===== src/rtl/volume_weighted_group_average_macros.svh =====
// ----------------------------------------------------------------------------
// Assertion macros for the volume weighted group average block
// Concurrent checks in simulation; empty when SYNTHESIS is defined.
// ----------------------------------------------------------------------------
`ifndef VOLUME_WEIGHTED_GROUP_AVERAGE_MACROS_SVH
`define VOLUME_WEIGHTED_GROUP_AVERAGE_MACROS_SVH

`ifndef SYNTHESIS

// Same-cycle implication.
`define VWGA_ASSERT_IMPL(label, clk, rst_n, ante, cons) \
    label: assert property (@(posedge clk) disable iff (!rst_n) (ante) |-> (cons)) \
        else $error("vwga: same-cycle check failed");

// Next-cycle implication.
`define VWGA_ASSERT_NEXT(label, clk, rst_n, ante, cons) \
    label: assert property (@(posedge clk) disable iff (!rst_n) (ante) |=> (cons)) \
        else $error("vwga: next-cycle check failed");

`else

`define VWGA_ASSERT_IMPL(label, clk, rst_n, ante, cons)
`define VWGA_ASSERT_NEXT(label, clk, rst_n, ante, cons)

`endif

`endif


===== src/rtl/vwga_pkg.sv =====
// ----------------------------------------------------------------------------
// vwga_pkg
// Shared constants and types of the volume weighted group average block.
// ----------------------------------------------------------------------------
`default_nettype none

package vwga_pkg;

    localparam int MAX_LEVEL_DEF  = 7;
    localparam int VALUE_BITS_DEF = 24;
    localparam int VOL_W          = 24;
    localparam int LEVEL_W        = 3;

    typedef enum logic [2:0] {
        ST_IDLE,
        ST_ACCUM,
        ST_START,
        ST_DIVIDE,
        ST_EMIT
    } state_t;

    // accumulator controls
    typedef struct packed {
        logic load;   // capture value * volume of the accepted cell
        logic add;    // fold captured product into the run sums
        logic clear;  // zero the run sums
    } acc_ctrl_t;

endpackage

`default_nettype wire


===== src/rtl/volume_weighted_group_average.sv =====
// ----------------------------------------------------------------------------
// volume_weighted_group_average
// Groups cells of a grid line in runs of 2^(L-1), cut short at line end,
// and writes the volume-weighted average of each run back once per cell of the run.
// ----------------------------------------------------------------------------
//
// Channel  | Direction | Handshake                  | Payload
// ---------+-----------+----------------------------+----------------------------------
// cell     | in        | cell_valid / cell_stall     | cell_value, cell_volume, level,
//          |           |                            | line_end
// result   | out       | result_valid / result_stall | average, group_last, zero_volume
//
// Sequence: each cell is accepted, then the registered product is
// accumulated. A completed run then passes a start state, the divider
// and an emit state that delivers one result per cell of the run. A
// zero-volume run skips the divider. Level-1 cells go from accept
// straight to emit.
// The shared restoring divider produces one quotient bit per cycle.
// Reset: asynchronous, all control state and run sums cleared; no sweep.
// Stalls: result_stall holds the emit sequence; no new cell is taken until
// the last transaction of a run has been delivered.
// ----------------------------------------------------------------------------
`default_nettype none

`include "volume_weighted_group_average_macros.svh"

module volume_weighted_group_average #(
    parameter int MAX_LEVEL  = vwga_pkg::MAX_LEVEL_DEF,
    parameter int VALUE_BITS = vwga_pkg::VALUE_BITS_DEF
) (
    input  wire logic                               clk,
    input  wire logic                               rst_n,
    // cell channel
    input  wire logic                               cell_valid,
    output logic                                    cell_stall,
    input  wire logic signed [VALUE_BITS-1:0]       cell_value,
    input  wire logic        [vwga_pkg::VOL_W-1:0]  cell_volume,
    input  wire logic        [vwga_pkg::LEVEL_W-1:0] level,
    input  wire logic                               line_end,
    // result channel
    output logic                                    result_valid,
    input  wire logic                               result_stall,
    output logic signed [VALUE_BITS-1:0]            average,
    output logic                                    group_last,
    output logic                                    zero_volume
);
    import vwga_pkg::*;

    localparam int WSUM_W = VALUE_BITS + VOL_W + MAX_LEVEL - 1;
    localparam int VSUM_W = VOL_W + MAX_LEVEL - 1;
    localparam int CNT_W  = MAX_LEVEL;   // holds a full run of 2^(MAX_LEVEL-1)

    state_t state_reg, state_next;

    logic [CNT_W-1:0]         cnt_reg, cnt_next;        // cells in open run
    logic [LEVEL_W-1:0]       lvl_reg, lvl_next;        // level latched at run start
    logic                     last_reg, last_next;      // line_end of newest cell
    logic [CNT_W-1:0]         emit_left_reg, emit_left_next;
    logic signed [VALUE_BITS-1:0] avg_reg, avg_next;
    logic                     zero_reg, zero_next;

    logic                     cell_fire;
    logic                     result_fire;
    logic [LEVEL_W-1:0]       lvl_clamped;
    logic [LEVEL_W-1:0]       eff_lvl;
    logic [CNT_W-1:0]         grp_size;
    logic                     run_done;
    logic                     vsum_zero;

    acc_ctrl_t                acc_ctrl;
    logic signed [WSUM_W-1:0] wsum;
    logic [VSUM_W-1:0]        vsum;
    logic                     div_start;
    logic                     div_done;
    logic signed [VALUE_BITS-1:0] div_quot;

    assign cell_fire   = cell_valid && !cell_stall;
    assign result_fire = result_valid && !result_stall;

    // level zero acts as one; levels above the limit saturate
    always_comb
    begin
        if (level == '0)
            lvl_clamped = LEVEL_W'(1);
        else if (level > LEVEL_W'(MAX_LEVEL))
            lvl_clamped = LEVEL_W'(MAX_LEVEL);
        else
            lvl_clamped = level;
    end

    // later cells of a run keep the level of its first cell
    assign eff_lvl   = (cnt_reg == '0) ? lvl_clamped : lvl_reg;
    assign grp_size  = CNT_W'(1) << (lvl_reg - LEVEL_W'(1));
    assign run_done  = (cnt_reg == grp_size) || last_reg;
    assign vsum_zero = (vsum == '0);

    // ---- sequencer: next state ----
    always_comb
    begin
        state_next = state_reg;
        unique case (state_reg)
            ST_IDLE:
            begin
                if (cell_fire)
                    state_next = (eff_lvl == LEVEL_W'(1)) ? ST_EMIT : ST_ACCUM;
            end
            ST_ACCUM:
                state_next = run_done ? ST_START : ST_IDLE;
            ST_START:
                state_next = vsum_zero ? ST_EMIT : ST_DIVIDE;
            ST_DIVIDE:
            begin
                if (div_done)
                    state_next = ST_EMIT;
            end
            ST_EMIT:
            begin
                if (result_fire && emit_left_reg == CNT_W'(1))
                    state_next = ST_IDLE;
            end
            default:
                state_next = ST_IDLE;
        endcase
    end

    // ---- sequencer: outputs ----
    always_comb
    begin
        cell_stall     = 1'b1;
        result_valid   = 1'b0;
        acc_ctrl       = '0;
        div_start      = 1'b0;
        unique case (state_reg)
            ST_IDLE:
            begin
                // input is open here, so valid alone means a transaction
                cell_stall    = 1'b0;
                acc_ctrl.load = cell_valid;
            end
            ST_ACCUM:
                acc_ctrl.add = 1'b1;
            ST_START:
            begin
                div_start      = !vsum_zero;
                acc_ctrl.clear = vsum_zero;
            end
            ST_DIVIDE:
                acc_ctrl.clear = div_done;
            ST_EMIT:
                result_valid = 1'b1;
            default:
                cell_stall = 1'b1;
        endcase
    end

    // ---- run bookkeeping and result register ----
    always_comb
    begin
        cnt_next       = cnt_reg;
        lvl_next       = lvl_reg;
        last_next      = last_reg;
        emit_left_next = emit_left_reg;
        avg_next       = avg_reg;
        zero_next      = zero_reg;
        unique case (state_reg)
            ST_IDLE:
            begin
                if (cell_fire)
                begin
                    lvl_next  = eff_lvl;
                    last_next = line_end;
                    if (eff_lvl == LEVEL_W'(1))
                    begin
                        // pass-through run of one cell
                        avg_next       = cell_value;
                        zero_next      = 1'b0;
                        emit_left_next = CNT_W'(1);
                    end
                    else
                        cnt_next = cnt_reg + CNT_W'(1);
                end
            end
            ST_START:
            begin
                if (vsum_zero)
                begin
                    avg_next       = '0;
                    zero_next      = 1'b1;
                    emit_left_next = cnt_reg;
                    cnt_next       = '0;
                end
            end
            ST_DIVIDE:
            begin
                if (div_done)
                begin
                    avg_next       = div_quot;
                    zero_next      = 1'b0;
                    emit_left_next = cnt_reg;
                    cnt_next       = '0;
                end
            end
            ST_EMIT:
            begin
                if (result_fire)
                    emit_left_next = emit_left_reg - CNT_W'(1);
            end
            default:
                cnt_next = cnt_reg;
        endcase
    end

    always_ff @(posedge clk or negedge rst_n)
    begin
        if (!rst_n)
        begin
            state_reg     <= ST_IDLE;
            cnt_reg       <= '0;
            lvl_reg       <= LEVEL_W'(1);
            last_reg      <= 1'b0;
            emit_left_reg <= '0;
        end
        else
        begin
            state_reg     <= state_next;
            cnt_reg       <= cnt_next;
            lvl_reg       <= lvl_next;
            last_reg      <= last_next;
            emit_left_reg <= emit_left_next;
        end
    end

    // result payload
    always_ff @(posedge clk)
    begin
        avg_reg  <= avg_next;
        zero_reg <= zero_next;
    end

    assign average     = avg_reg;
    assign zero_volume = zero_reg;
    assign group_last  = (emit_left_reg == CNT_W'(1));

    // ---- datapath ----
    vwga_accum #(
        .VALUE_BITS (VALUE_BITS),
        .MAX_LEVEL  (MAX_LEVEL)
    ) u_accum (
        .clk         (clk),
        .rst_n       (rst_n),
        .ctrl        (acc_ctrl),
        .cell_value  (cell_value),
        .cell_volume (cell_volume),
        .wsum        (wsum),
        .vsum        (vsum)
    );

    vwga_div #(
        .VALUE_BITS (VALUE_BITS),
        .MAX_LEVEL  (MAX_LEVEL)
    ) u_div (
        .clk      (clk),
        .rst_n    (rst_n),
        .start    (div_start),
        .dividend (wsum),
        .divisor  (vsum),
        .done     (div_done),
        .quotient (div_quot)
    );

    // no cell taken while results of a run are pending
    `VWGA_ASSERT_IMPL(a_no_overlap, clk, rst_n, result_valid, cell_stall)
    // the final transaction of a run ends the emit sequence
    `VWGA_ASSERT_NEXT(a_last_ends, clk, rst_n, result_fire && group_last, !result_valid)
    // an open run never grows past its size
    `VWGA_ASSERT_IMPL(a_run_bound, clk, rst_n, cnt_reg != '0, cnt_reg <= grp_size)

endmodule

`default_nettype wire


===== src/rtl/vwga_accum.sv =====
// ----------------------------------------------------------------------------
// vwga_accum
// Registered multiply of value by volume and the two run accumulators.
// ----------------------------------------------------------------------------
`default_nettype none

module vwga_accum #(
    parameter int VALUE_BITS = vwga_pkg::VALUE_BITS_DEF,
    parameter int MAX_LEVEL  = vwga_pkg::MAX_LEVEL_DEF
) (
    input  wire logic                                       clk,
    input  wire logic                                       rst_n,
    input  wire vwga_pkg::acc_ctrl_t                        ctrl,
    input  wire logic signed [VALUE_BITS-1:0]               cell_value,
    input  wire logic        [vwga_pkg::VOL_W-1:0]          cell_volume,
    output logic signed [VALUE_BITS+vwga_pkg::VOL_W+MAX_LEVEL-2:0] wsum,
    output logic        [vwga_pkg::VOL_W+MAX_LEVEL-2:0]     vsum
);
    import vwga_pkg::*;

    localparam int PROD_W = VALUE_BITS + VOL_W;
    localparam int WSUM_W = PROD_W + MAX_LEVEL - 1;
    localparam int VSUM_W = VOL_W + MAX_LEVEL - 1;

    logic signed [PROD_W:0]   prod_full;
    logic signed [PROD_W-1:0] prod_reg;
    logic [VOL_W-1:0]         vol_reg;
    logic signed [WSUM_W-1:0] wsum_reg, wsum_next;
    logic [VSUM_W-1:0]        vsum_reg, vsum_next;

    assign prod_full = cell_value * $signed({1'b0, cell_volume});

    // product stage, payload only
    always_ff @(posedge clk)
    begin
        if (ctrl.load)
        begin
            prod_reg <= prod_full[PROD_W-1:0];
            vol_reg  <= cell_volume;
        end
    end

    always_comb
    begin
        wsum_next = wsum_reg;
        vsum_next = vsum_reg;
        if (ctrl.clear)
        begin
            wsum_next = '0;
            vsum_next = '0;
        end
        else if (ctrl.add)
        begin
            wsum_next = wsum_reg + WSUM_W'(prod_reg);
            vsum_next = vsum_reg + VSUM_W'(vol_reg);
        end
    end

    always_ff @(posedge clk or negedge rst_n)
    begin
        if (!rst_n)
        begin
            wsum_reg <= '0;
            vsum_reg <= '0;
        end
        else
        begin
            wsum_reg <= wsum_next;
            vsum_reg <= vsum_next;
        end
    end

    assign wsum = wsum_reg;
    assign vsum = vsum_reg;

endmodule

`default_nettype wire


===== src/rtl/vwga_div.sv =====
// ----------------------------------------------------------------------------
// vwga_div
// Signed by unsigned restoring divider, one quotient bit per cycle,
// truncating toward zero, result clamped to the value range.
// ----------------------------------------------------------------------------
`default_nettype none

`include "volume_weighted_group_average_macros.svh"

module vwga_div #(
    parameter int VALUE_BITS = vwga_pkg::VALUE_BITS_DEF,
    parameter int MAX_LEVEL  = vwga_pkg::MAX_LEVEL_DEF
) (
    input  wire logic                                                  clk,
    input  wire logic                                                  rst_n,
    input  wire logic                                                  start,
    input  wire logic signed [VALUE_BITS+vwga_pkg::VOL_W+MAX_LEVEL-2:0] dividend,
    input  wire logic        [vwga_pkg::VOL_W+MAX_LEVEL-2:0]           divisor,
    output logic                                                       done,
    output logic signed [VALUE_BITS-1:0]                               quotient
);
    import vwga_pkg::*;

    localparam int WSUM_W = VALUE_BITS + VOL_W + MAX_LEVEL - 1;
    localparam int VSUM_W = VOL_W + MAX_LEVEL - 1;
    localparam int STEP_W = $clog2(VALUE_BITS + 1);

    // |dividend| < divisor * 2^VALUE_BITS, so only the low VALUE_BITS
    // quotient bits can be set; the upper dividend bits seed the remainder.
    logic [WSUM_W-1:0]     mag;
    logic [VSUM_W-1:0]     rem_reg, rem_next;
    logic [VALUE_BITS-1:0] dlo_reg, dlo_next;
    logic [VALUE_BITS-1:0] q_reg, q_next;
    logic                  neg_reg, neg_next;
    logic [STEP_W-1:0]     step_reg, step_next;
    logic                  busy_reg, busy_next;
    logic                  done_reg, done_next;
    logic [VSUM_W:0]       shifted;
    logic [VSUM_W:0]       diff;
    logic                  qbit;

    assign mag     = dividend[WSUM_W-1] ? WSUM_W'(-dividend) : WSUM_W'(dividend);
    assign shifted = {rem_reg, dlo_reg[VALUE_BITS-1]};
    assign diff    = shifted - {1'b0, divisor};
    assign qbit    = (shifted >= {1'b0, divisor});

    always_comb
    begin
        rem_next  = rem_reg;
        dlo_next  = dlo_reg;
        q_next    = q_reg;
        neg_next  = neg_reg;
        step_next = step_reg;
        busy_next = busy_reg;
        done_next = 1'b0;
        if (start)
        begin
            rem_next  = mag[WSUM_W-1:VALUE_BITS];
            dlo_next  = mag[VALUE_BITS-1:0];
            q_next    = '0;
            neg_next  = dividend[WSUM_W-1];
            step_next = STEP_W'(VALUE_BITS);
            busy_next = 1'b1;
        end
        else if (busy_reg)
        begin
            rem_next  = qbit ? diff[VSUM_W-1:0] : shifted[VSUM_W-1:0];
            dlo_next  = dlo_reg << 1;
            q_next    = {q_reg[VALUE_BITS-2:0], qbit};
            step_next = step_reg - STEP_W'(1);
            if (step_reg == STEP_W'(1))
            begin
                busy_next = 1'b0;
                done_next = 1'b1;
            end
        end
    end

    always_ff @(posedge clk or negedge rst_n)
    begin
        if (!rst_n)
        begin
            step_reg <= '0;
            busy_reg <= 1'b0;
            done_reg <= 1'b0;
        end
        else
        begin
            step_reg <= step_next;
            busy_reg <= busy_next;
            done_reg <= done_next;
        end
    end

    always_ff @(posedge clk)
    begin
        rem_reg <= rem_next;
        dlo_reg <= dlo_next;
        q_reg   <= q_next;
        neg_reg <= neg_next;
    end

    // negate back; positive overflow saturates
    always_comb
    begin
        if (neg_reg)
            quotient = -$signed(q_reg);
        else if (q_reg[VALUE_BITS-1])
            quotient = {1'b0, {(VALUE_BITS-1){1'b1}}};
        else
            quotient = $signed(q_reg);
    end

    assign done = done_reg;

    `VWGA_ASSERT_IMPL(a_no_restart, clk, rst_n, busy_reg, !start)
    `VWGA_ASSERT_NEXT(a_done_pulse, clk, rst_n, done_reg, !done_reg)
    `VWGA_ASSERT_IMPL(a_rem_bound, clk, rst_n, busy_reg && !start, rem_reg < divisor)

endmodule

`default_nettype wire


===== config.mk =====
export PLATFORM = sky130hd
export DESIGN_NAME = volume_weighted_group_average
export DESIGN_NICKNAME = d
export VERILOG_FILES = /design/src/rtl/vwga_pkg.sv /design/src/rtl/volume_weighted_group_average.sv /design/src/rtl/vwga_accum.sv /design/src/rtl/vwga_div.sv
export VERILOG_INCLUDE_DIRS = /design/src /design/src/rtl
export SDC_FILE = /design/constraint.sdc
export NUM_CORES = 2
export LEC_CHECK = 0
export ABC_AREA = 1
export BUFFER_PORTS_ARGS = -buffer_cell sky130_fd_sc_hd__buf_2
export CORE_MARGIN = 1.5
export CORE_UTILIZATION = 45
export CTS_CLUSTER_SIZE = 12
export DETAILED_ROUTE_END_ITERATION = 7
export PLACE_DENSITY = 0.62
export SLEW_MARGIN = 20
export SYNTH_ARGS = -nofsm -noshare
export SYNTH_HDL_FRONTEND = slang
export SYNTH_SLANG_ARGS = --single-unit

===== constraint.sdc =====
create_clock -name clk -period 5.1 [get_ports clk]
set_input_delay 0.255 -clock clk [delete_from_list [all_inputs] [get_ports clk]]
set_output_delay 0.255 -clock clk [all_outputs]
set_load 0.005 [all_outputs]

* After elaboration in Yosys (flattened, before gate mapping)
Index checks and enable logic that the tools add are counted.
Storage, ports and cells: word-level logic and storage cells 122, register bits after elaboration 288, latch bits 0, memory bits (writable) 0, memories 0, output and inout port bits 28, bits in read-only memories 0
Cells by class: reductions and logical operators 19, multiply operators 1, add/subtract/negate cells 9, shifts and indexed selects 1, div/mod/pow operators 0, order comparisons 2, mux-type cells 57, equal/unequal tests 15, bitwise gates (word level) 0
Operator list (count):
- $mux 24 | 7
- $mux 54 | 3
- $mux 30 | 5
- $pmux 24 s3 | 1
- $mux 7 | 9
- $add 54x48->54 | 1
- $neg 54->54 | 1
- $mul 24x25->48 | 1
- $ge 31x30->1 | 1
- $add 30x24->30 | 1
- $logic_not 30->1 | 1
- $sub 30x30->30 | 1
- $pmux 7 s4 | 1
- $mux 3 | 8
- $neg 24->24 | 1
- $mux 23 | 1
- $pmux 7 s3 | 1
- $mux 1 | 15
- $pmux 3 s5 | 1
- $mux 5 | 2
- $ne 2x2->1 const B | 5
- $reduce_and 5->1 | 2
- $add 7x1->7 const B | 1
- $eq 7x1->1 const B | 1
- other kinds (25) | 33

* Longest topological paths before layout
word-level depth 8, gate-level depth with buffers 30, mapped depth without buffers 28

* Hierarchy
A second synthesis with hierarchy kept.
Unflattened totals: cell total of the unflattened synthesis 6196, area, all modules 43229.0 um^2
Modules (own cells, without submodules):
- vwga_accum | seq. area each 4264.1 um^2, cells an instance 4448, area each 31981.9 um^2, times used 1
- vwga_div | seq. area each 2307.2 um^2, cells an instance 1418, area each 8508.2 um^2, times used 1
- volume_weighted_group_average | seq. area each 1277.5 um^2, cells an instance 330, area each 2738.9 um^2, times used 1

* Worst setup path after synthesis
OpenSTA, ideal clock, no wires.
kind in2reg, start input cell_value[3], end register u_accum.prod_reg[47], data pin, stages 25, arrival 5749 ps, setup slack -901 ps, library setup time 253 ps, cells stage by stage clkbuf_1 -> clkbuf_1 -> nand2_1 -> fa_1 -> fa_1 -> fa_1 -> inv_1 -> fa_1 -> inv_1 -> fa_1 -> inv_1 -> fa_1 -> inv_1 -> fa_1 -> inv_1 -> ha_1 -> nand2_1 -> nor2_1 -> inv_1 -> nor2_1 -> inv_1 -> nor3_1 -> nand2_1 -> nand4_1 -> nand2_1
Between the ends: word-level cells in the longest chain between the ends 1
RTL lines:
- start, declared | RTL line volume_weighted_group_average.sv:36 | input wire logic signed [VALUE_BITS-1:0] cell_value,
- $mul 24x25->48 | RTL line vwga_accum.sv:31 | assign prod_full = cell_value * $signed({1'b0, cell_volume});
- net u_accum.prod_full[47] | RTL line vwga_accum.sv:25 | logic signed [PROD_W:0] prod_full;
- end signal, assigned | RTL line vwga_accum.sv:38 | prod_reg <= prod_full[PROD_W-1:0];
- end, declared | RTL line vwga_accum.sv:26 | logic signed [PROD_W-1:0] prod_reg;
The timed path passes the listed nets, and every way through them passes these cells. A chain may end at the register's enable or synchronous reset.

* Final worst setup path
start input cell_volume[12] in the netlist's numbering, end register u_accum.prod_reg[39], data pin
Between the ends: word-level cells in the longest chain between the ends 1
RTL lines:
- start, declared | RTL line volume_weighted_group_average.sv:37 | input wire logic [vwga_pkg::VOL_W-1:0] cell_volume,
- $mul 24x25->48 | RTL line vwga_accum.sv:31
- net u_accum.prod_full[39] | RTL line vwga_accum.sv:25
The timed path passes the listed nets, and every way through them passes these cells.

==> metrics.log <==
INFO  metric grt_util_all_layers = 0.290
INFO  metric areaGrowthSynthToFinish = 20.2%
INFO  metric buffer_ports.inserted = between 80 and 90
INFO  metric detailed_place_hpwl = 114 mm
INFO  metric max_ffs_per_register = 54
INFO  metric chipWidth = approximately 310 µm
INFO  metric type_of_element_launching_the_critical_path = primary input
INFO  metric final_setup_violation_count = 29
INFO  metric num_rows = approximately 110
INFO  metric synth.top_cell.area_share = 0.226
INFO  metric postSynthCellCount = slightly above 6k
INFO  metric synth-warning-count = 0
INFO  metric gp_congestion = slightly above 1
INFO  metric number_of_synthesized_register_bits = ~290
INFO  metric drc_errors = 0
INFO  metric drv_cap = 0
INFO  metric timing.final.ws_setup = -0.258 ns
INFO  metric multi_input_area = between 0.03 and 0.04 mm²
INFO  metric relSlewSlack = 0.299
INFO  metric drive_gt1_frac = 0.163
INFO  metric finalWorstPathRequiredPeriod = approximately 5.4 ns
INFO  metric regToRegSetupSlack = between 1.5 and 2 ns
INFO  metric timing.critical_path.to_type = flip-flop
INFO  metric boundaryPins = 84
INFO  metric num_vias = approximately 40k
INFO  metric worst-r2r-cell-count = 13
INFO  metric crit_arrival = between 5 and 6 ns
INFO  metric floorplan.initialDensity = 0.453
INFO  metric ys_top_cells_by_area = fa_1, nand2_1, inv_1
INFO  metric synth_edf_count = between 150 and 200
INFO  metric grt_pass1_wl = 221 mm
INFO  metric min_path_cells = 2
INFO  metric skew = 0.0214 ns
INFO  metric tritoncts = yes
INFO  metric final_common_cell = nand2_1
INFO  metric route.antenna.remaining_nets = 0
INFO  metric synth_area_per_cell = 7.01 µm²
INFO  metric grt.overflow.total = 0
INFO  metric synth.cell_area = about 0.043 mm²
INFO  metric result_of_the_run = complete, but fails checks
INFO  metric synth_top_area_cell = fa_1
INFO  metric clock_transition_at_path_regs = 0.06 ns
INFO  metric place.detailed.instances = approximately 7.6k
INFO  metric final_max_slew_viol_count = 0
INFO  metric number_of_global_route_vias_before_repair = approximately 40k
INFO  metric floorplan.die_area = ~0.097 mm²
INFO  metric grt_max_degree = 100
INFO  metric rsz0062_at_grt = true
INFO  metric worst_hold_path_type = in2reg
INFO  metric fmaxAchievable = about 0.19 GHz
INFO  metric final_cell_mix = nand2_1, inv_1, fa_1, nor2_1, nand3_1
INFO  metric worst_pin_slew = about 1.0 ns
INFO  metric initialDrtViolationCount = 3544
INFO  metric failed_checks = negative setup slack
INFO  metric totalWireLength = between 100 and 150 mm
INFO  metric required = between 5 and 6 ns
INFO  metric detailedPlace.worstSlack = -1.18 ns
INFO  metric cp_max_fo = 6
INFO  metric finalCritPeriodShare = 1.05
INFO  metric synth_cell_types = between 50 and 60
INFO  metric asyncSetResetFlopFracSynth = 0.389
INFO  metric seqCellArea = 0.00785 mm²
INFO  metric main_flop_type_after_synthesis = edfxtp_1
INFO  metric htree_levels = 2
INFO  metric post_drt_wl_per_cell = around 18 µm
INFO  metric clock_sink_count = about 290
INFO  metric clk-insertion-delay-late = ~0.58 ns
INFO  metric num-fill-cells = between 9k and 10k
INFO  metric path_class = in2reg
INFO  metric antenna_found_initial = 1
INFO  metric chipHeight = approximately 310 µm
INFO  metric nNetsFinal = 7270
INFO  metric detail_route.vias_per_cell = roughly 5.2
INFO  metric drt-pass1-iter-count = 6
INFO  metric syn-num-nets = roughly 7.0k
INFO  metric synth_seq_area_share = 0.183
INFO  metric numCtsBuffers = 36
INFO  metric clock_root_buffer_master = clkbuf_16
INFO  metric clock_path_buffers = 3
INFO  metric instances_no_fill = ~7.7k
INFO  metric design.core.area = 0.0947 mm²
INFO  metric hold_viol = 0
INFO  metric totalNegativeSetupSlack = -4.44 ns
[per-layer routing]
layer / vias to the layer above / global-route usage / routed length, µm
li1: 19100 / - / -
met1: 19300 / 0.396 / 60400
met2: 1389 / 0.472 / 64200
met3: 258 / 0.0329 / 9980
met4: 0 / 0.110 / 6210
met5: - / 0 / 0
[through the flow]
stage                     hold slack (ns)   util  instance area, µm²
after floorplan                   -0.0406      -               43900
after CTS                          0.0718  0.529               50100
after detailed placement            0.156  0.497               47100
after global placement              0.155  0.497               47100
after global routing               0.0922  0.544               51600
final                              0.0964  0.544               51600
[cell families (layout without fill, tap and decap cells)]
family	after synthesis	count (layout)	share of synthesized area
adder cells (fa/ha/maj)	796	796	0.317
XOR/XNOR	117	117	0.0239
AO/OA/AOI/OAI	484	484	0.0627
AND/OR/NAND/NOR	2795	2795	0.268
buffers and inverters	1637	1966	0.145
flip-flops	288	288	0.183
other	0	2	0
[layout make-up]
class / count / share of cell area
Tap cell: 1265 / 0.0307
Sequential cell: 288 / 0.152
Clock inverter: 12 / 0.00298
Antenna cell: 2 / 0.0000971
Inverter: 1460 / 0.107
Clock buffer: 54 / 0.0208
Timing Repair Buffer: 440 / 0.0840
Multi-Input combinational cell: 4192 / 0.602
[cell usage after synthesis, types with 4 or more instances]
cell         n
a21boi_0     5
nand3_1    346
xor2_1      64
nor3_1      44
clkinv_1     5
o21ai_1     32
and2_1       5
edfxtp_1   152
nand2_2     10
o21bai_1    18
o21ai_0    162
nand3b_1    12
nor4_1      12
o311ai_0     6
clkbuf_1   143
o211ai_1     9
inv_1     1432
nand4_1     56
o21a_1      10
or2_2       19
o22ai_1     55
buf_2       19
nor2_1     412
ha_1       311
a21oi_1    165
inv_2       23
nor2_2      36
nand2_1   1825
buf_1        8
a21o_1       6
dfxtp_1     24
fa_1       485
xnor2_1     53
a31oi_1      6
dfrtp_1    111
buf_6        4
[repair_timing]
item,4_1_cts,5_1_grt
hold endpoints to repair,17,0
cloned,5,3
setup endpoints to repair,37,37
pin swaps,124,189
hold buffers,5,0
resized for setup,430,325
setup buffers,26,27
[worst paths after layout]
kind                            startpoint              endpoint
max                        cell_volume[12]  u_accum.prod_reg[39]
max reg2reg                u_accum.vsum[1]     u_div.rem_reg[19]
min in group asynchronous            rst_n       u_accum.vsum[1]
max in group asynchronous            rst_n            u_div.done
min                        cell_volume[11]   u_accum.vol_reg[11]
min reg2reg                     lvl_reg[1]            lvl_reg[1]
[worst max-delay path: stages]
cell and delay, ns:
buf_12 0.12, buf_8 0.12, nand2_2 0.05, inv_2 0.03, fa_1 0.54, inv_2 0.04
fa_1 0.54, inv_2 0.04, fa_1 0.51, fa_1 0.43, fa_1 0.51, fa_1 0.53
fa_1 0.60, ha_4 0.26, a21oi_4 0.18, o21ai_2 0.10, buf_4 0.15, a21oi_4 0.19
buf_4 0.13, o21a_1 0.12, nand3_1 0.08, nand2_1 0.06, nand2_1 0.05
Power is left out: the tool's default activity adds up to more than one toggle a clock period on the data nets, which glitch-free logic cannot reach.
